===== src/size_weighted_cache_replacement_defines.svh =====
// ----------------------------------------------------------------------------
// Size-weighted cache assertion macros
// Concurrent assertion wrappers that compile away when SYNTH is defined.
// ----------------------------------------------------------------------------
`ifndef SIZE_WEIGHTED_CACHE_REPLACEMENT_DEFINES_SVH
`define SIZE_WEIGHTED_CACHE_REPLACEMENT_DEFINES_SVH
`ifndef SYNTH
// The consequent must hold in the same cycle as the antecedent.
`define SWC_ASSERT_SAME(lbl, ck, rs, ante, cons) \
  lbl: assert property (@(posedge ck) disable iff (rs) (ante) |-> (cons)) \
    else $error("swc assertion failed: same-cycle check");
// The consequent must hold in the cycle after the antecedent.
`define SWC_ASSERT_NEXT(lbl, ck, rs, ante, cons) \
  lbl: assert property (@(posedge ck) disable iff (rs) (ante) |=> (cons)) \
    else $error("swc assertion failed: next-cycle check");
`else
`define SWC_ASSERT_SAME(lbl, ck, rs, ante, cons)
`define SWC_ASSERT_NEXT(lbl, ck, rs, ante, cons)
`endif
`endif


===== src/swc_pkg.sv =====
// ----------------------------------------------------------------------------
// Size-weighted cache package
// Shared widths, payload and slot types, and controller/datapath links.
// ----------------------------------------------------------------------------
package swc_pkg;

  localparam int SWC_DEPTH  = 16;
  localparam int ID_W       = 16;
  localparam int SIZE_W     = 16;
  localparam int STAMP_W    = 32;
  localparam int USES_W     = 16;
  localparam int CAP_W      = 20;
  localparam int MODE_W     = 2;
  localparam int TOTAL_W    = 21;
  localparam int CFG_IDX_W  = 1;
  localparam int CFG_DATA_W = 20;

  localparam logic [CAP_W-1:0] CAPACITY_RESET = 20'd1024;

  // Configuration register indexes.
  localparam logic [CFG_IDX_W-1:0] CFG_CAPACITY = 1'b0;
  localparam logic [CFG_IDX_W-1:0] CFG_POLICY   = 1'b1;

  // Replacement policies; the unused code behaves as FIFO.
  localparam logic [MODE_W-1:0] POL_FIFO = 2'd0;
  localparam logic [MODE_W-1:0] POL_LRU  = 2'd1;
  localparam logic [MODE_W-1:0] POL_LFU  = 2'd2;

  localparam logic KIND_LOOKUP = 1'b0;
  localparam logic KIND_INSERT = 1'b1;

  typedef struct packed {
    logic              kind;
    logic [ID_W-1:0]   item_id;
    logic [SIZE_W-1:0] item_size;
  } req_t;

  typedef struct packed {
    logic            hit;
    logic            evicted;
    logic [ID_W-1:0] evicted_id;
    logic            rejected;
    logic            last;
  } rsp_t;

  typedef struct packed {
    logic [ID_W-1:0]    id;
    logic [SIZE_W-1:0]  size;
    logic [STAMP_W-1:0] stamp;
    logic [USES_W-1:0]  uses;
  } slot_t;

  typedef enum logic [2:0] {
    RES_HIT    = 3'd0,
    RES_MISS   = 3'd1,
    RES_REJECT = 3'd2,
    RES_EVICT  = 3'd3,
    RES_CLOSE  = 3'd4
  } res_code_t;

  typedef struct packed {
    logic      load;
    logic      scan_start;
    logic      scan_victim;
    logic      refresh;
    logic      append;
    logic      shift_start;
    logic      emit;
    res_code_t code;
  } ctrl_cmd_t;

  typedef struct packed {
    logic scan_idle;
    logic shift_idle;
    logic found;
    logic is_insert;
    logic oversize;
    logic need_evict;
    logic out_free;
  } ctrl_stat_t;

endpackage


===== src/swc_ctrl.sv =====
// ----------------------------------------------------------------------------
// Size-weighted cache controller
// Sequences search, victim selection, eviction, append and result output.
// ----------------------------------------------------------------------------
module swc_ctrl (
  input  logic                 clk,
  input  logic                 rst,
  input  logic                 in_valid,
  output logic                 in_ready,
  input  swc_pkg::ctrl_stat_t  stat,
  output swc_pkg::ctrl_cmd_t   cmd
);
  import swc_pkg::*;

  typedef enum logic [5:0] {
    S_IDLE   = 6'b000001,
    S_SEARCH = 6'b000010,
    S_CHECK  = 6'b000100,
    S_VSCAN  = 6'b001000,
    S_EMIT   = 6'b010000,
    S_SHIFT  = 6'b100000
  } state_t;

  state_t    state;
  state_t    state_next;
  res_code_t code;
  res_code_t code_next;

  always_ff @(posedge clk) begin
    if (rst) begin
      state <= S_IDLE;
      code  <= RES_CLOSE;
    end else begin
      state <= state_next;
      code  <= code_next;
    end
  end

  assign in_ready = (state == S_IDLE);

  always_comb begin
    cmd        = '0;
    cmd.code   = code;
    state_next = state;
    code_next  = code;
    unique case (state)
      S_IDLE: begin
        if (in_valid) begin
          cmd.load       = 1'b1;
          cmd.scan_start = 1'b1;
          state_next     = S_SEARCH;
        end
      end
      S_SEARCH: begin
        if (stat.scan_idle) begin
          priority if (stat.found) begin
            cmd.refresh = 1'b1;
            code_next   = RES_HIT;
            state_next  = S_EMIT;
          end else if (!stat.is_insert) begin
            code_next  = RES_MISS;
            state_next = S_EMIT;
          end else if (stat.oversize) begin
            code_next  = RES_REJECT;
            state_next = S_EMIT;
          end else begin
            state_next = S_CHECK;
          end
        end
      end
      S_CHECK: begin
        if (stat.need_evict) begin
          cmd.scan_start  = 1'b1;
          cmd.scan_victim = 1'b1;
          state_next      = S_VSCAN;
        end else begin
          cmd.append = 1'b1;
          code_next  = RES_CLOSE;
          state_next = S_EMIT;
        end
      end
      S_VSCAN: begin
        if (stat.scan_idle) begin
          code_next  = RES_EVICT;
          state_next = S_EMIT;
        end
      end
      S_EMIT: begin
        if (stat.out_free) begin
          cmd.emit = 1'b1;
          if (code == RES_EVICT) begin
            cmd.shift_start = 1'b1;
            state_next      = S_SHIFT;
          end else begin
            state_next = S_IDLE;
          end
        end
      end
      S_SHIFT: begin
        if (stat.shift_idle) begin
          state_next = S_CHECK;
        end
      end
      default: begin
        state_next = S_IDLE;
      end
    endcase
  end

endmodule


===== config.mk =====
export PLATFORM = sky130hd
export DESIGN_NAME = swc_ctrl
export DESIGN_NICKNAME = d
export VERILOG_FILES = /design/src/size_weighted_cache_replacement_defines.svh /design/src/swc_pkg.sv /design/src/swc_ctrl.sv
export SDC_FILE = /design/constraint.sdc
export NUM_CORES = 1
export LEC_CHECK = 0
export BUFFER_PORTS_ARGS = -buffer_cell sky130_fd_sc_hd__buf_2
export CORE_MARGIN = 2
export CORE_UTILIZATION = 46
export CTS_BUF_LIST = sky130_fd_sc_hd__clkbuf_16
export DETAILED_ROUTE_END_ITERATION = 10
export GPL_ROUTABILITY_DRIVEN = 0
export PLACE_DENSITY = 0.83
export SLEW_MARGIN = 20
export SYNTH_ARGS = -nofsm -noshare
export SYNTH_HDL_FRONTEND = slang
export SYNTH_SLANG_ARGS = --single-unit

===== constraint.sdc =====
create_clock -name clk -period 2.2 [get_ports clk]
set_input_delay 0.22 -clock clk [delete_from_list [all_inputs] [get_ports clk]]
set_output_delay 0.22 -clock clk [all_outputs]
set_load 0.05 [all_outputs]

# Yosys cells after proc, flatten, opt, wreduce, memory -nomap -nowiden
# Index checks and enable logic that the tools add are counted.
# op_classes
eq_ne	14
div	0
n_mul	0
n_addsub	0
bitwise_logic	0
n_shift	0
mux	31
reduce_logical	3
magnitude_cmp	0
# ops
operator	count
$mux 6	8
$pmux 6 s6	1
$mux 3	6
$ne 2x2->1 const B	6
$mux 5	2
$reduce_and 5->1	2
$pmux 3 s3	1
$mux 1	8
$mux 2	4
$eq 6x1->1 const B	1
$eq 6x2->1 const B	1
$eq 6x3->1 const B	1
$eq 6x4->1 const B	1
$eq 6x5->1 const B	1
$eq 6x6->1 const B	1
$ne 4x4->1 const B	1
$eq 3x2->1 const B	1
$reduce_bool 3->1	1
$pmux 1 s2	1
# word_totals
inputBits	10
latchBits	0
register_bits	9
mem_bits_ro	0
ramBits	0
word_cells	50
memories	0

# Logic depth before layout (Yosys ltp)
# Gate-level depths: netlist (run 1).
# logic_depth
ltp_word	5
ltp_mapped	6
depth_no_buf	5

# Least setup slack after synthesis (run 1)
# Ideal clock, no wire load.
# synth_path
path_type	register to output
start	register state[5]
end	output port cmd[8] in the netlist's numbering
path_slack_ns	-0.240
path_stages_with_launch	7
required_ns	1.980
arrival_time_ns	2.220
path_cell_list	dfxtp_1 > clkbuf_1 > nor4_1 > nand3b_1 > inv_1 > and2_1 > or2_2
# synth_lines
element	line	text
from (decl)	swc_ctrl.sv:24	state_t state;
from (signal assigned)	swc_ctrl.sv:34	state <= state_next;
to (decl)	swc_ctrl.sv:11	output swc_pkg::ctrl_cmd_t cmd

==> summary.txt, run 1 <==
CTS
  – Setup bufs post-CTS: 0
  – CTS tree: yes
  – Clock Sink Count: 9
  – Clk slew on worst S/H paths: roughly 40 ps
  – H-tree depth: 1
  – CTS buffer count: 3
  – Root buffer cell: clkbuf_16
  – Worst-skew pair later-pin latency: between 200 and 250 ps
  – # hold bufs at CTS: 0
  – Clock tree buffer depth: 2

Floorplan
  – Die area: between 0.0015 and 0.002 mm^2
  – Die Ht: 40.9 um
  – Die X: approximately 41 um
  – Core area: between 0.001 and 0.0015 mm^2
  – IO Pins: 21
  – Starting Density: 0.488
  – Cell Rows: 13

STA
  – Final setup violation count: 0
  – Fin crit share: 0.967
  – Tmin final: ~2100 ps
  – Final Slew Violations: 0
  – Post-route setup slack: 73.0 ps
  – Hold Violations, Final: 0
  – Rel. slew slack: 0.715
  – Clock Skews: 0.946 ps
  – Max frequency: 470 MHz
  – Worst Tran Pin Value: ~420 ps

Logic synthesis
  – Synth area leader: dfxtp_1
  – Sequential share of the synthesized area: 0.287
  – Syn_area_per_cell: ~8.5 um^2
  – Most used DFF post-synth: dfxtp_1
  – Async set-or-reset flop fraction in the synthesized netlist: 0
  – EDFF count, synth: 0
  – Post-Synthesis Cells: 74
  – Distinct cells, synth: 34
  – Area fraction of the dominant cell type after synthesis: 0.287
  – Register bit total from synthesis: 9
  – Synthesized area: between 600 and 700 um^2
  – Top cells by area, synth: dfxtp_1 (29%), nand3b_1 (8.4%), nor2_1 (4.8%), nor4_1 (4.0%), nor4b_4 (3.8%)
  – Syn Nets: 84
  – Synth Warn #: 0

Worst hold path
  – WHS Endpoint: state[3]
  – WHS Path Cells: 2
  – Hold path startpoint: rst
  – Worst hold path type: primary input to flip-flop

Cells and area
  – Fill count: 94
  – Most frequent cells in the layout: buf_2 (19), nor2_1 (8), dfxtp_1 (8), nand3b_1 (7)
  – Layout cells sized above 1: 0.396
  – Nets@finish: roughly 110
  – Most common cell after layout, fill and taps aside: buf_2
  – Area Overhead vs Synth: 34.5%
  – Ant. Diodes: 0
  – Design Area, Final: 843 um^2

Placed design
  – IO Port Bufs: 20
  – Area after DPL: ~740 um^2
  – DP Worst Slack: roughly 200 ps
  – DP HPWL: ~1100 um

Routing
  – Detail Route Antenna Nets: 0
  – Aggregate routed wire length: between 1500 and 2000 um
  – Wire per inst: approximately 14 um
  – Via-to-Cell Ratio: 5.91
  – First DRT Iteration DRCs: 15
  – Initial DRT Pass Iterations: 4
  – Drt drc: 0
  – DR vias: 656

Flow run
  – Max cap viols: 0

Global route
  – Vias in the first global route: between 500 and 600
  – Largest net degree at the start of global routing: 10
  – Global-route wire length before repair: 2300 um
  – Overall Global Routing Usage: 0.215
  – Initial antenna violation count: 0
  – Total grt overflow: 0

Setup path
  – CP max stage delay: between 400 and 500 ps
  – Data required time of the worst path: 1980 ps
  – Data arrival, critical path: around 1900 ps
  – Crit path capture type: primary output
  – Worst reg2reg path depth: 6
  – Flop-to-flop setup slack: 310 ps
  – RR Startpoint: state[1]
  – Crit Path Class: flip-flop to primary output
  – CP max-delay cell: nor4_1
  – Critical Path, Cell by Cell: buf_4 > nor4_1 > nand3b_1 > nor3_2 > buf_2
  – FF-to-FF End: state[3]
  – Worst setup SP type: flip-flop
  – CP max FO: 8

Power and ir drop
  – Leak: ~0.00036 uW
  – Worst vdd ir: between 0.8 and 0.9 mV
  – PD cells: approximately 1200 mW/mm^2

Run status
  – Status: completed
## kinds of logic after synthesis
group / count (synthesis) / share of synthesized area
AOI/OAI and AO/OA: 18 / 0.218
muxes: 2 / 0.0319
and+or+nand+nor: 36 / 0.379
DFF: 9 / 0.287
buffers and inverters: 7 / 0.0559
xor gates and xnor gates: 2 / 0.0279
## power breakdown
group	total [uW]	leakage [uW]	internal, uW	switching (uW)
Sequential	234	0.0000737	190	43.7
Combinational	435	0.000246	159	277
Clock	318	0.0000423	238	80.6
## critical path: cells and delay by family (launching register included)
kind | cells | cell delay, ps
flops | 1 | 320
buf+inv | 2 | 450
simple gates | 3 | 900
## sequential cells by signal (all words and copies together), names as in the netlist
name	cells
state	6
code	3
## layer usage
metal | wire length, um | track usage
met1 | 739 | 0.279
met5 | 0 | 0
met2 | 762 | 0.332
met3 | 71 | 0.0326
met4 | 30 | 0.125
## synthesized netlist by cell type, types with 2 or more instances
| cell | n |
|---|---|
| nand2_1 | 2 |
| nand2b_1 | 3 |
| o31ai_1 | 2 |
| xnor2_1 | 2 |
| inv_1 | 3 |
| o22a_1 | 2 |
| dfxtp_1 | 9 |
| nor4_1 | 4 |
| nor3b_1 | 2 |
| nand3b_1 | 7 |
| nor2_1 | 8 |
| mux2i_1 | 2 |
| nor3_1 | 2 |
| o21ai_0 | 4 |
| a21oi_1 | 3 |
## final cells by class
type / instances / area [um^2] / share of cell area
inverters: 3 / 11.3 / 0.0134
flip-flops and latches: 9 / 181 / 0.215
repair buffers: 22 / 118 / 0.139
well taps: 15 / 18.8 / 0.0223
clock inverters: 1 / 3.75 / 0.00445
clock buffers: 3 / 75.1 / 0.0890
multi-input cells: 58 / 435 / 0.516
## worst max path at each step
stage	start	endpoint	slack [ps]	cells after the start
floorplan	state[3]	code[2]	-130	5
global placement	state[4]	cmd[8]	240	6
detailed placement	state[0]	cmd[8]	200	6
CTS	state[0]	cmd[8]	50	6
global route	state[1]	cmd[4]	-30	5
finish	state[1]	cmd[4]	70	5
## per-stage QoR
step	total power (uW)	TNS, ps	utilization	std cells	hold WS [ps]
floorplan	556	-307	-	74	379
global placement	635	0	0.578	107	473
detailed placement	640	0	0.578	107	468
CTS	970	0	0.644	111	256
global route	1030	-33.6	0.656	111	280
finish	987	0	0.656	111	270
## repair_timing
action | in CTS | in global routing
setup endpoints to repair | 1 | 2
pin swaps | 0 | 0
resized for setup | 1 | 4
(Power assumes the default switching activity.)
==> run 2: changes to the inputs <==
Settings changed: BUFFER_PORTS_ARGS -buffer_cell sky130_fd_sc_hd__buf_2 to -buffer_cell sky130_fd_sc_hd__buf_4.
==> run 2 against run 1 <==
- die area did not move
- clock skew rose by 0.63 ps
- clock-buffer cell count did not move
- utilization rose by 3.7 points
- critical path depth rose by 1
- combinational power rose by 6.4%
- worst hold slack got worse by 55 ps
- wire length rose by 14%
- setup slack improved by 47 ps
- first-iteration DRC count fell by 13%
- final cell count did not move
- maximum frequency rose by 2.3%
- largest power group unchanged
- highest routed layer unchanged
==> summary.txt, run 2 (synthesis results as in run 1) <==
Floorplan
  – Cell Rows: 13
  – Die X: approximately 41 um
  – Core area: 0.00128 mm^2
  – IO Pins: 21
  – Starting Density: 0.488
  – Die area: between 0.0015 and 0.002 mm^2
  – Die Ht: about 40 um

Cells and area
  – Regs by FF count: state (6), code (3)
  – Largest reg by FF count: state
  – Final Util: 0.693
  – Fill count: ~110
  – Largest register FFs: 6
  – Nets@finish: between 100 and 150
  – FF+latch area: around 180 um^2
  – Most frequent cells in the layout: buf_4 (22), nor2_1 (8), dfxtp_1 (8), nand3b_1 (7)
  – Most common cell after layout, fill and taps aside: buf_4
  – Layout cells sized above 1: 0.396
  – Final std cells w/o fill: 111
  – Multi-input logic area: 435 um^2
  – Area Overhead vs Synth: 42.1%
  – Ant. Diodes: 0

Setup path
  – Worst setup SP type: flip-flop
  – CP max stage delay: slightly below 600 ps
  – Crit Path Class: flip-flop to primary output
  – CP max FO: 6
  – Data required time of the worst path: between 1500 and 2000 ps
  – Cell family with most CP delay: simple AND/OR/NAND/NOR gates
  – Worst reg2reg path depth: 4
  – CP Buf/Inv Count: 2
  – Critical Path, Cell by Cell: or4_4 > nor3b_4 > nand2_1 > inv_1 > or2_2 > buf_4
  – CP max-delay cell: or4_4
  – Crit path capture type: primary output
  – RR Startpoint: state[4]
  – FF-to-FF End: code[2]
  – Flop-to-flop setup slack: about 300 ps
  – Data arrival, critical path: roughly 1900 ps

Routing
  – Detail Route Antenna Nets: 0
  – DR vias: 656
  – First DRT Iteration DRCs: 13
  – Via-to-Cell Ratio: roughly 5.9
  – Initial DRT Pass Iterations: 7
  – Drt drc: 0
  – Aggregate routed wire length: ~1800 um
  – Wire per inst: roughly 16 um

STA
  – Fin crit share: 0.945
  – Final setup violation count: 0
  – RSZ-0062 raised after global routing: false
  – Clock Skews: 1.58 ps
  – Tmin final: around 2100 ps
  – Hold Violations, Final: 0
  – Post-route setup slack: around 120 ps
  – Rel. slew slack: 0.684
  – Hold_ws: 215 ps
  – Worst Tran Pin Value: between 400 and 500 ps
  – Max frequency: ~480 MHz
  – Final Slew Violations: 0

Global route
  – Total grt overflow: 0
  – Largest net degree at the start of global routing: 10
  – Initial antenna violation count: 0
  – Global-route wire length before repair: approximately 2700 um
  – Overall Global Routing Usage: 0.258
  – Vias in the first global route: 573

CTS
  – H-tree depth: 1
  – Clock tree buffer depth: 2
  – Clock Sink Count: 9
  – Worst-skew pair later-pin latency: approximately 230 ps
  – # hold bufs at CTS: 0
  – Root buffer cell: clkbuf_16
  – Clk slew on worst S/H paths: 40 ps
  – CTS tree: yes
  – CTS buffer count: 3

Worst hold path
  – Worst hold path type: primary input to flip-flop
  – Hold path startpoint: rst
  – WHS Path Cells: 2
  – WHS Endpoint: state[1]

Power and ir drop
  – Leak: approximately 0.00037 uW
  – PD cells: between 1000 and 1500 mW/mm^2
  – Worst vdd ir: 0.748 mV
  – Tot Pwr: 1020 uW

Run status
  – Status: completed

Flow run
  – Max cap viols: 0

Placed design
  – DP HPWL: 1220 um
  – DP Worst Slack: between 150 and 200 ps
  – Cell count after placement: 106
  – IO Port Bufs: 20
[run 2: where the power goes]
part	switching, uW	total, uW	internal (uW)	leakage [uW]
logic	284	463	179	0.000255
clock network	79.9	317	238	0.0000423
registers	45.5	235	190	0.0000737
[run 2: what timing repair did]
item | 4_1_cts | 5_1_grt
endpoints found under the setup margin | 1 | 2
pin swaps | 0 | 2
resized for setup | 1 | 3
buffers inserted | 0 | 1
[run 2: worst max path at each step]
| stage | startpoint | end | slack, ps | cells past startpoint |
|---|---|---|---|---|
| 6_report | state[4] | cmd[8] | 120 | 6 |
| 4_1_cts | state[3] | cmd[8] | 40 | 6 |
| 3_5_place_dp | state[3] | cmd[8] | 180 | 6 |
| 2_1_floorplan | state[3] | code[2] | -130 | 5 |
| 3_3_place_gp | state[3] | cmd[8] | 250 | 6 |
| 5_1_grt | state[4] | cmd[8] | 60 | 6 |
[run 2: area by class of cell]
class / count / share of cell area
Clock buffer: 3 / 0.0843
Multi-Input combinational cell: 58 / 0.489
Tap cell: 15 / 0.0211
Inverter: 3 / 0.0126
Clock inverter: 1 / 0.00421
Sequential cell: 9 / 0.204
Timing Repair Buffer: 22 / 0.185
[run 2: worst register-to-register path, stage by stage (launching register included)]
cell     delay, ps
dfxtp_1        350
or4_4          580
nor4b_4        350
o32ai_2        190
a211o_1        320
[run 2: layer usage]
metal  vias up  share of wire  GRT usage
met5         -              0          0
met4         0          0.014      0.150
met3         4          0.027     0.0217
met2        15           0.53      0.406
met1       313           0.43      0.340
li1        324              -          -
[run 2: stage by stage]
stage | TNS [ps] | area [um^2]
2_1_floorplan | -307 | 633
3_3_place_gp | 0 | 786
3_5_place_dp | 0 | 786
4_1_cts | 0 | 870
5_1_grt | 0 | 891
6_report | 0 | 891
