**src/size_weighted_cache_replacement_defines.svh**
```systemverilog
// ----------------------------------------------------------------------------
// Size-weighted cache assertion macros
// Concurrent assertion wrappers that compile away when SYNTH is defined.
// ----------------------------------------------------------------------------
`ifndef SIZE_WEIGHTED_CACHE_REPLACEMENT_DEFINES_SVH
`define SIZE_WEIGHTED_CACHE_REPLACEMENT_DEFINES_SVH
`ifndef SYNTH
// The consequent must hold in the same cycle as the antecedent.
`define SWC_ASSERT_SAME(lbl, ck, rs, ante, cons) \
  lbl: assert property (@(posedge ck) disable iff (rs) (ante) |-> (cons)) \
    else $error("swc assertion failed: same-cycle check");
// The consequent must hold in the cycle after the antecedent.
`define SWC_ASSERT_NEXT(lbl, ck, rs, ante, cons) \
  lbl: assert property (@(posedge ck) disable iff (rs) (ante) |=> (cons)) \
    else $error("swc assertion failed: next-cycle check");
`else
`define SWC_ASSERT_SAME(lbl, ck, rs, ante, cons)
`define SWC_ASSERT_NEXT(lbl, ck, rs, ante, cons)
`endif
`endif

```
**src/swc_pkg.sv**
```systemverilog
// ----------------------------------------------------------------------------
// Size-weighted cache package
// Shared widths, payload and slot types, and controller/datapath links.
// ----------------------------------------------------------------------------
package swc_pkg;

  localparam int SWC_DEPTH  = 16;
  localparam int ID_W       = 16;
  localparam int SIZE_W     = 16;
  localparam int STAMP_W    = 32;
  localparam int USES_W     = 16;
  localparam int CAP_W      = 20;
  localparam int MODE_W     = 2;
  localparam int TOTAL_W    = 21;
  localparam int CFG_IDX_W  = 1;
  localparam int CFG_DATA_W = 20;

  localparam logic [CAP_W-1:0] CAPACITY_RESET = 20'd1024;

  // Configuration register indexes.
  localparam logic [CFG_IDX_W-1:0] CFG_CAPACITY = 1'b0;
  localparam logic [CFG_IDX_W-1:0] CFG_POLICY   = 1'b1;

  // Replacement policies; the unused code behaves as FIFO.
  localparam logic [MODE_W-1:0] POL_FIFO = 2'd0;
  localparam logic [MODE_W-1:0] POL_LRU  = 2'd1;
  localparam logic [MODE_W-1:0] POL_LFU  = 2'd2;

  localparam logic KIND_LOOKUP = 1'b0;
  localparam logic KIND_INSERT = 1'b1;

  typedef struct packed {
    logic              kind;
    logic [ID_W-1:0]   item_id;
    logic [SIZE_W-1:0] item_size;
  } req_t;

  typedef struct packed {
    logic            hit;
    logic            evicted;
    logic [ID_W-1:0] evicted_id;
    logic            rejected;
    logic            last;
  } rsp_t;

  typedef struct packed {
    logic [ID_W-1:0]    id;
    logic [SIZE_W-1:0]  size;
    logic [STAMP_W-1:0] stamp;
    logic [USES_W-1:0]  uses;
  } slot_t;

  typedef enum logic [2:0] {
    RES_HIT    = 3'd0,
    RES_MISS   = 3'd1,
    RES_REJECT = 3'd2,
    RES_EVICT  = 3'd3,
    RES_CLOSE  = 3'd4
  } res_code_t;

  typedef struct packed {
    logic      load;
    logic      scan_start;
    logic      scan_victim;
    logic      refresh;
    logic      append;
    logic      shift_start;
    logic      emit;
    res_code_t code;
  } ctrl_cmd_t;

  typedef struct packed {
    logic scan_idle;
    logic shift_idle;
    logic found;
    logic is_insert;
    logic oversize;
    logic need_evict;
    logic out_free;
  } ctrl_stat_t;

endpackage

```
**src/swc_datapath.sv**
```systemverilog
// ----------------------------------------------------------------------------
// Size-weighted cache datapath
// Slot memory, scan and compaction engines, counters and result register.
// ----------------------------------------------------------------------------
module swc_datapath #(
  parameter int DEPTH = swc_pkg::SWC_DEPTH
) (
  input  logic                            clk,
  input  logic                            rst,
  input  swc_pkg::ctrl_cmd_t              cmd,
  output swc_pkg::ctrl_stat_t             stat,
  input  swc_pkg::req_t                   in_data,
  input  logic                            cfg_we,
  input  logic [swc_pkg::CFG_IDX_W-1:0]   cfg_index,
  input  logic [swc_pkg::CFG_DATA_W-1:0]  cfg_data,
  output logic                            out_valid,
  output swc_pkg::rsp_t                   out_data,
  input  logic                            out_ready
);
  import swc_pkg::*;

  localparam int AW = (DEPTH > 1) ? $clog2(DEPTH) : 1;
  localparam int CW = $clog2(DEPTH + 1);

  logic [CAP_W-1:0]   capacity;
  logic [MODE_W-1:0]  policy;
  logic [STAMP_W-1:0] op_clock;
  logic [CW-1:0]      slot_count;
  logic [TOTAL_W-1:0] size_total;
  req_t               item;
  logic [STAMP_W-1:0] now;

  slot_t              mem [DEPTH];
  logic               rd_en;
  logic [AW-1:0]      rd_addr;
  slot_t              rd_data;
  logic               rd_valid;
  logic               sh_pend;
  logic [AW-1:0]      rd_idx;

  logic               wr_en;
  logic [AW-1:0]      wr_addr;
  slot_t              wr_data;

  logic               scan_busy;
  logic               scan_victim;
  logic [AW-1:0]      scan_addr;
  logic               sh_busy;
  logic [AW-1:0]      sh_addr;

  logic               found;
  logic [AW-1:0]      found_idx;
  logic [USES_W-1:0]  found_uses;
  logic [SIZE_W-1:0]  found_size;
  logic [AW-1:0]      best_idx;
  logic [STAMP_W-1:0] best_key;
  logic [ID_W-1:0]    best_id;
  logic [SIZE_W-1:0]  best_size;

  logic [STAMP_W-1:0] rd_key;
  logic [USES_W-1:0]  uses_inc;
  logic [TOTAL_W-1:0] size_sum;
  rsp_t               rsp_next;

  // Ranking key of the entry coming out of memory; FIFO keeps slot zero.
  always_comb begin
    priority if (policy == POL_LRU) begin
      rd_key = rd_data.stamp;
    end else if (policy == POL_LFU) begin
      rd_key = STAMP_W'(rd_data.uses);
    end else begin
      rd_key = '0;
    end
  end

  assign uses_inc = (found_uses == '1) ? found_uses : found_uses + 1'b1;
  assign size_sum = size_total + TOTAL_W'(item.item_size);

  assign rd_en   = scan_busy | sh_busy;
  assign rd_addr = scan_busy ? scan_addr : sh_addr;

  always_comb begin
    wr_en   = 1'b0;
    wr_addr = '0;
    wr_data = rd_data;
    priority if (sh_pend) begin
      wr_en   = 1'b1;
      wr_addr = rd_idx - 1'b1;
    end else if (cmd.refresh) begin
      wr_en   = 1'b1;
      wr_addr = found_idx;
      wr_data = '{id: item.item_id, size: found_size, stamp: now, uses: uses_inc};
    end else if (cmd.append) begin
      wr_en   = 1'b1;
      wr_addr = AW'(slot_count);
      wr_data = '{id: item.item_id, size: item.item_size, stamp: now,
                  uses: USES_W'(1)};
    end
  end

  always_ff @(posedge clk) begin
    if (wr_en) begin
      mem[wr_addr] <= wr_data;
    end
  end

  always_ff @(posedge clk) begin
    if (rd_en) begin
      rd_data <= mem[rd_addr];
    end
  end

  // Configuration, counters and sequencing of the scan and shift engines.
  always_ff @(posedge clk) begin
    if (rst) begin
      capacity   <= CAPACITY_RESET;
      policy     <= POL_FIFO;
      op_clock   <= '0;
      slot_count <= '0;
      size_total <= '0;
      scan_busy  <= 1'b0;
      sh_busy    <= 1'b0;
      rd_valid   <= 1'b0;
      sh_pend    <= 1'b0;
      found      <= 1'b0;
    end else begin
      if (cfg_we) begin
        if (cfg_index == CFG_CAPACITY) begin
          capacity <= cfg_data[CAP_W-1:0];
        end else if (cfg_index == CFG_POLICY) begin
          policy <= cfg_data[MODE_W-1:0];
        end
      end

      if (cmd.load) begin
        op_clock <= op_clock + 1'b1;
      end

      rd_valid <= scan_busy;
      sh_pend  <= ~scan_busy & sh_busy;

      if (cmd.scan_start) begin
        scan_busy <= (slot_count != '0);
        found     <= 1'b0;
      end else if (scan_busy && ((CW'(scan_addr) + CW'(1)) == slot_count)) begin
        scan_busy <= 1'b0;
      end

      if (rd_valid && !scan_victim && !found && rd_data.id == item.item_id) begin
        found <= 1'b1;
      end

      // Removing the victim: the tail slides down one place, one entry a cycle.
      if (cmd.shift_start) begin
        slot_count <= slot_count - 1'b1;
        size_total <= size_total - TOTAL_W'(best_size);
        sh_busy    <= (CW'(best_idx) + CW'(1)) < slot_count;
      end else if (sh_busy && (CW'(sh_addr) == slot_count)) begin
        sh_busy <= 1'b0;
      end else if (cmd.append) begin
        slot_count <= slot_count + 1'b1;
        size_total <= size_sum;
      end
    end
  end

  // Payload registers of the engines.
  always_ff @(posedge clk) begin
    if (cmd.load) begin
      item <= in_data;
      now  <= op_clock;
    end
    if (cmd.scan_start) begin
      scan_addr   <= '0;
      scan_victim <= cmd.scan_victim;
    end else if (scan_busy) begin
      scan_addr <= scan_addr + 1'b1;
    end
    if (rd_en) begin
      rd_idx <= rd_addr;
    end
    if (cmd.shift_start) begin
      sh_addr <= best_idx + 1'b1;
    end else if (sh_busy && !scan_busy) begin
      sh_addr <= sh_addr + 1'b1;
    end
    if (rd_valid && !scan_victim && !found && rd_data.id == item.item_id) begin
      found_idx  <= rd_idx;
      found_uses <= rd_data.uses;
      found_size <= rd_data.size;
    end
    // Strict less-than keeps the earliest inserted entry on a tie.
    if (rd_valid && scan_victim && (rd_idx == '0 || rd_key < best_key)) begin
      best_idx  <= rd_idx;
      best_key  <= rd_key;
      best_id   <= rd_data.id;
      best_size <= rd_data.size;
    end
  end

  // Result register.
  always_ff @(posedge clk) begin
    if (rst) begin
      out_valid <= 1'b0;
    end else if (cmd.emit) begin
      out_valid <= 1'b1;
    end else if (out_ready) begin
      out_valid <= 1'b0;
    end
  end

  always_comb begin
    rsp_next = '0;
    unique case (cmd.code)
      RES_HIT: begin
        rsp_next.hit  = 1'b1;
        rsp_next.last = 1'b1;
      end
      RES_REJECT: begin
        rsp_next.rejected = 1'b1;
        rsp_next.last     = 1'b1;
      end
      RES_EVICT: begin
        rsp_next.evicted    = 1'b1;
        rsp_next.evicted_id = best_id;
      end
      default: begin
        rsp_next.last = 1'b1;
      end
    endcase
  end

  always_ff @(posedge clk) begin
    if (cmd.emit) begin
      out_data <= rsp_next;
    end
  end

  assign stat.scan_idle  = ~scan_busy & ~rd_valid;
  assign stat.shift_idle = ~sh_busy & ~sh_pend;
  assign stat.found      = found;
  assign stat.is_insert  = (item.kind == KIND_INSERT);
  assign stat.oversize   = CAP_W'(item.item_size) > capacity;
  assign stat.need_evict = (slot_count != '0) &&
                           ((slot_count == CW'(DEPTH)) || (size_sum > TOTAL_W'(capacity)));
  assign stat.out_free   = ~out_valid | out_ready;

endmodule

```
**config.mk**
```make
export PLATFORM = sky130hd
export DESIGN_NAME = swc_datapath
export DESIGN_NICKNAME = d
export VERILOG_FILES = /design/src/size_weighted_cache_replacement_defines.svh /design/src/swc_pkg.sv /design/src/swc_datapath.sv
export SDC_FILE = /design/constraint.sdc
export NUM_CORES = 2
export LEC_CHECK = 0
export BUFFER_PORTS_ARGS = -buffer_cell sky130_fd_sc_hd__buf_2
export CAP_MARGIN = 0
export CORE_ASPECT_RATIO = 0.8
export CORE_MARGIN = 4
export CORE_UTILIZATION = 35
export CTS_CLUSTER_DIAMETER = 40
export CTS_CLUSTER_SIZE = 16
export DETAILED_ROUTE_END_ITERATION = 16
export PLACE_DENSITY_LB_ADDON = 0.2
export SETUP_SLACK_MARGIN = 0.2
export SLEW_MARGIN = 20
export SYNTH_ARGS = -nofsm -noshare
export SYNTH_HDL_FRONTEND = slang
export SYNTH_SLANG_ARGS = --single-unit
```
**constraint.sdc**
```tcl
create_clock -name clk -period 5.62 [get_ports clk]
set_input_delay 1.124 -clock clk [delete_from_list [all_inputs] [get_ports clk]]
set_output_delay 1.124 -clock clk [all_outputs]
set_load 0.005 [all_outputs]
```
### Word level (Yosys, flattened, before mapping)

Memory sizes are Yosys's and may differ from the RTL's. A register that Yosys moved wholly into a read port is not among the register bits.
Index checks and enable logic that the tools add are counted.

| storage, ports and cells | value |
|---|---|
| flip-flop bits (word level) | 288 |
| bits in writable memories | 1,280 |
| output and inout port bits | 28 |
| memories kept | 1 |

Memory list:

| name | words | bits a word | rd ports | clocked after memory_dff | write ports | RTL line | RTL |
|---|---|---|---|---|---|---|---|
| mem | 16 | 80 | 1 | 1 | 1 | swc_datapath.sv:33 | `slot_t mem [DEPTH];` |

| operators by class | value |
|---|---|
| add/sub/neg operators | 12 |
| order comparisons | 4 |
| eq/ne operators | 10 |
| multiplexer cells | 35 |
| bitwise gates (word level) | 11 |
| reduce and logical (&&, ||, !) cells | 26 |

Operators with widths:

| cell | count |
|---|---|
| $mux 80 | 3 |
| $mux 21 | 3 |
| $add 32x1->32 const B | 1 |
| $lt 32x32->1 | 1 |
| $mux 16 | 2 |
| $mux 32 | 1 |
| $mux 4 | 6 |
| $add 21x16->21 | 1 |
| $gt 21x20->1 | 1 |
| $sub 21x16->21 | 1 |
| $gt 16x20->1 | 1 |
| $mux 17 | 1 |
| $add 16x1->16 const B | 1 |
| $eq 16x16->1 | 1 |
| $eq 16x16->1 const B | 1 |
| $mux 1 | 16 |
| $mux 5 | 3 |
| $add 4x1->4 const B | 3 |
| $reduce_bool 2->1 | 6 |
| $add 4x1->5 const B | 2 |
| $logic_and 1x1->1 | 9 |
| $eq 3x2->1 const B | 2 |
| $not 1->1 | 6 |
| $reduce_and 2->1 | 3 |
| 17 further kinds | 23 |

### Depth between registers and ports, before layout

| depth | value |
|---|---|
| depth in word-level cells | 6 |
| mapped depth | 16 |

### Worst setup path before layout

No wires, ideal clock.

| timing path | value |
|---|---|
| kind | input to register |
| start | input cmd[6] in the netlist's numbering |
| end | memory mem[3][0] in the netlist's numbering (enable) |
| library setup time | 0.519 ns |
| arrival time | 5.482 ns |
| setup slack | -0.381 ns |
| cell stages on the path | 8 |
| cell sequence | clkbuf_1 -> clkbuf_1 -> nand2_1 -> o31ai_1 -> nor2_1 -> a21oi_1 -> nand2_1 -> nor2_1 |

| between the ends | value |
|---|---|
| word-level cells in the longest chain between the ends | 4 |
| elaborated cells between the ends (all ways) | 6 |

Ends and longest elaborated chain:

| element | RTL line | RTL |
|---|---|---|
| start, declared | swc_datapath.sv:10 | `input swc_pkg::ctrl_cmd_t cmd,` |
| $mux 1 | swc_datapath.sv:89 | `end else if (cmd.refresh) begin` |
| $mux 1 | swc_datapath.sv:86 | `priority if (sh_pend) begin` |
| $mux 1 | swc_datapath.sv:102 | `if (wr_en) begin` |
| $mux 1 (implied by the code) | swc_datapath.sv:103 | `mem[wr_addr] <= wr_data;` |
| end, declared | swc_datapath.sv:33 |  |

Several ways; a longest one is shown, not always the timed one.

==> reports/metrics.cfg <==
[placed_design]
place_area_um2=71900
portBuffers=95
gp_congestion=0.793
place_hpwl_mm=99.4

[clock_network]
clk_latency_ps=870
h-tree-depth=4
cts-buffers-inserted=214
cts_sinks=1648
clkSlewWorstSetupHoldPaths_ps=60
root_buffer=clkbuf_16
cts_tree=yes
cts.path.max_buffers=3

[worst_hold_path]
holdPathStages=1
min_path_type=input port to flip-flop

[detailed_routing]
wl_mm=189
num_vias=43200
drc_errors=0
post_drt_via_cell_ratio=5.26
antenna_left=0
dr.pass1.iters=6
drt_iter0_drc=4158
wl_per_cell_um=23.0

[sta]
drv_slew=0
slew_headroom=0.252
worst_pin_slew_ps=1120
finalClockSkew_ps=70.7
hold_viol_final=0
post-route-period-util=0.957
fmax_mhz=186
final-setup-viol-count=0
rsz0062_at_grt=yes
period_minus_slack_ps=5380

[yosys]
synth_cell_type_count=73
synthSimpleGateAreaFrac=0.156
synth-main-ff-cell=edfxtp_1
synth_top_family_by_area=simple AND/OR/NAND/NOR gates
synthMuxAreaShare=0.0113
synth_nets=5529
synthCells=5345
ys_ff_latch=1648
synth_edf_count=1558
synth_compound_area_frac=0.0593
synth_fa_ha_area_frac=0.0217
async_reset_ff_frac=0
yosysWarnings=0
synth_area_per_cell_um2=12.7
synth_seq_area_share=0.714
synth_xor_area_frac=0.0129
syn_area_um2=68100

[critical_path]
start_kind=flip-flop
cp_max_fo=6
crit_arrival_ps=4250
r2r.worst_path.cells=11
path_class=flip-flop to primary output
worst_setup_path_end_kind=primary output
crit_required_ps=4500

[floorplanning]
core_area_um2=193000
io_pins=96
dieArea_um2=202000
row_count=144
die_h_um=402
die_x_um=501
initial_core_util=0.353

[global_routing]
globalRouteTotalUtil=0.183
grt_pass1_vias=41700
grt_max_degree=152
grt_overflow=0
grt_pass1_wl_mm=280
antenna_found_initial=6

[power]
peakVddDrop_v=0.000323
power.total_mw=34.9
cellPowerDensity_nw_per_um2=437
power_leakage_nw=28.2

[cells_and_area]
final_layout_size_suffix_gt1_frac=0.128
fin_util=0.413
final_area_um2=79700
layout.nets=5654
synthToLayoutAreaGrowth_pct=17.2

[status]
status=finished, final reports clean

[job]
cap_violations=0

[per-stage QoR]
stage | hold slack, ps | std cells | TNS, ps | worst slack, ps
finish | 429 | 8212 | 0 | 242
global placement | 444 | 7788 | 0 | 401
floorplan | 428 | 5345 | -434150 | -381
CTS | 354 | 8208 | 0 | 205
detailed placement | 447 | 7788 | 0 | 424
global route | 378 | 8212 | 0 | 29.9
[where the power goes]
group / internal (mW) / total [mW] / switching (mW)
clock network: 7.99 / 13.9 / 5.86
logic: 1.75 / 5.83 / 4.08
registers: 14.7 / 15.2 / 0.452
[layout make-up]
class | count | area [µm²]
Inverter | 101 | 402
Multi-Input combinational cell | 3276 | 18200
Clock inverter | 165 | 1920
Clock buffer | 237 | 5530
Sequential cell | 1648 | 48600
Antenna cell | 1 | 2.50
Tap cell | 2555 | 3200
Timing Repair Buffer | 229 | 1950
Fill cell | 17800 | 113000
[state kept, by name, indices dropped and copies added (netlist names), 5 cells and up]
name        cells
best_id        16
best_key       32
best_size      16
capacity       20
found_size     16
found_uses     16
item           32
mem          1280
now            32
op_clock       32
out_data       20
rd_data        80
size_total     21
slot_count      5
[cell usage after synthesis (all sizes together), types with 4 or more instances]
cell type	count	share of area
a2111oi	5	0.00083
a211o	4	0.00051
a211oi	17	0.0019
a21o	29	0.0032
a21oi	86	0.0063
a22o	27	0.0035
a22oi	32	0.0035
a311oi	163	0.021
a31oi	89	0.0083
and2	39	0.0036
and3	96	0.0088
buf	130	0.0091
clkbuf	190	0.010
dfxtp	90	0.026
edfxtp	1558	0.69
ha	113	0.021
inv	101	0.0056
mux2	54	0.0089
mux2i	16	0.0024
nand2	1393	0.077
nand2b	16	0.0015
nand3	678	0.050
nand4	26	0.0024
nor2	115	0.0064
nor2b	23	0.0021
nor3	17	0.0013
nor3b	5	0.00055
nor4	5	0.00068
o211ai	6	0.00074
o21a	11	0.0012
o21ai	59	0.0043
o21bai	4	0.00044
o22ai	4	0.00046
o31ai	5	0.00055
or3	6	0.00057
xnor2	46	0.0059
xor2	54	0.0069
[worst max-delay path: stages (launching register included)]
cell,delay [ps]
edfxtp_1,430
ha_4,270
and2_4,160
a311o_1,340
a211oi_2,270
o211ai_2,160
a31o_1,240
buf_4,150
nand2_1,70
xnor2_1,140
ha_1,270
o21ai_0,210
nand2b_1,90
a21oi_1,160
a21oi_1,70
o21ai_2,90
a31oi_1,130
buf_2,150
[logic make-up after synthesis]
| logic type | after synthesis |
|---|---|
| adder cells (fa/ha/maj) | 116 |
| AO/OA/AOI/OAI | 560 |
| flip-flops | 1648 |
| multiplexers | 70 |
| XOR/XNOR | 100 |
| AND/OR/NAND/NOR | 2430 |
| buffers and inverters | 421 |
[per-layer routing]
layer	routed length, µm	vias up	track usage
li1	-	19900	-
met1	92100	21700	0.282
met2	81900	1313	0.269
met3	11500	251	0.0313
met4	3540	0	0.0433
met5	0	-	0
[repair_timing]
action / 4_1_cts / 5_1_grt
buffers inserted: 18 / 3
setup endpoints to repair: 1 / 1
hold buffers: 0 / 0
pin swaps: 18 / 11
gates resized for setup: 30 / 11
[final timing paths]
path / start / endpoint / slack (ps)
worst min register to register: op_clock[31] / now[31] / 450
worst min-delay path: in_data[28] / item[28] / 430
worst max register to register: policy[1] / best_size[3] / 1470
worst max-delay path: item[9] / stat[1] / 240
[cell usage in the layout (no fill, tap or decap), types with 26 or more instances in the layout]
cell type | netlist | routed
edfxtp_1 | 1558 | 1558
nand2_1 | 1393 | 1393
nand3_1 | 678 | 678
clkbuf_16 | 0 | 216
a311oi_1 | 163 | 163
ha_1 | 113 | 107
buf_4 | 2 | 99
inv_1 | 99 | 98
and3_1 | 95 | 95
nor2_1 | 114 | 94
buf_2 | 98 | 93
dfxtp_1 | 90 | 89
a31oi_1 | 88 | 87
a21oi_1 | 86 | 84
xor2_1 | 54 | 54
o21ai_0 | 58 | 51
mux2_2 | 51 | 51
xnor2_1 | 46 | 46
buf_12 | 0 | 37
and2_1 | 38 | 36
a22oi_1 | 32 | 32
a21o_1 | 29 | 29
a22o_1 | 27 | 27
nand4_1 | 26 | 26
clkinv_4 | 0 | 26
clkinv_2 | 0 | 26
Power figures use the tool's default switching activity.
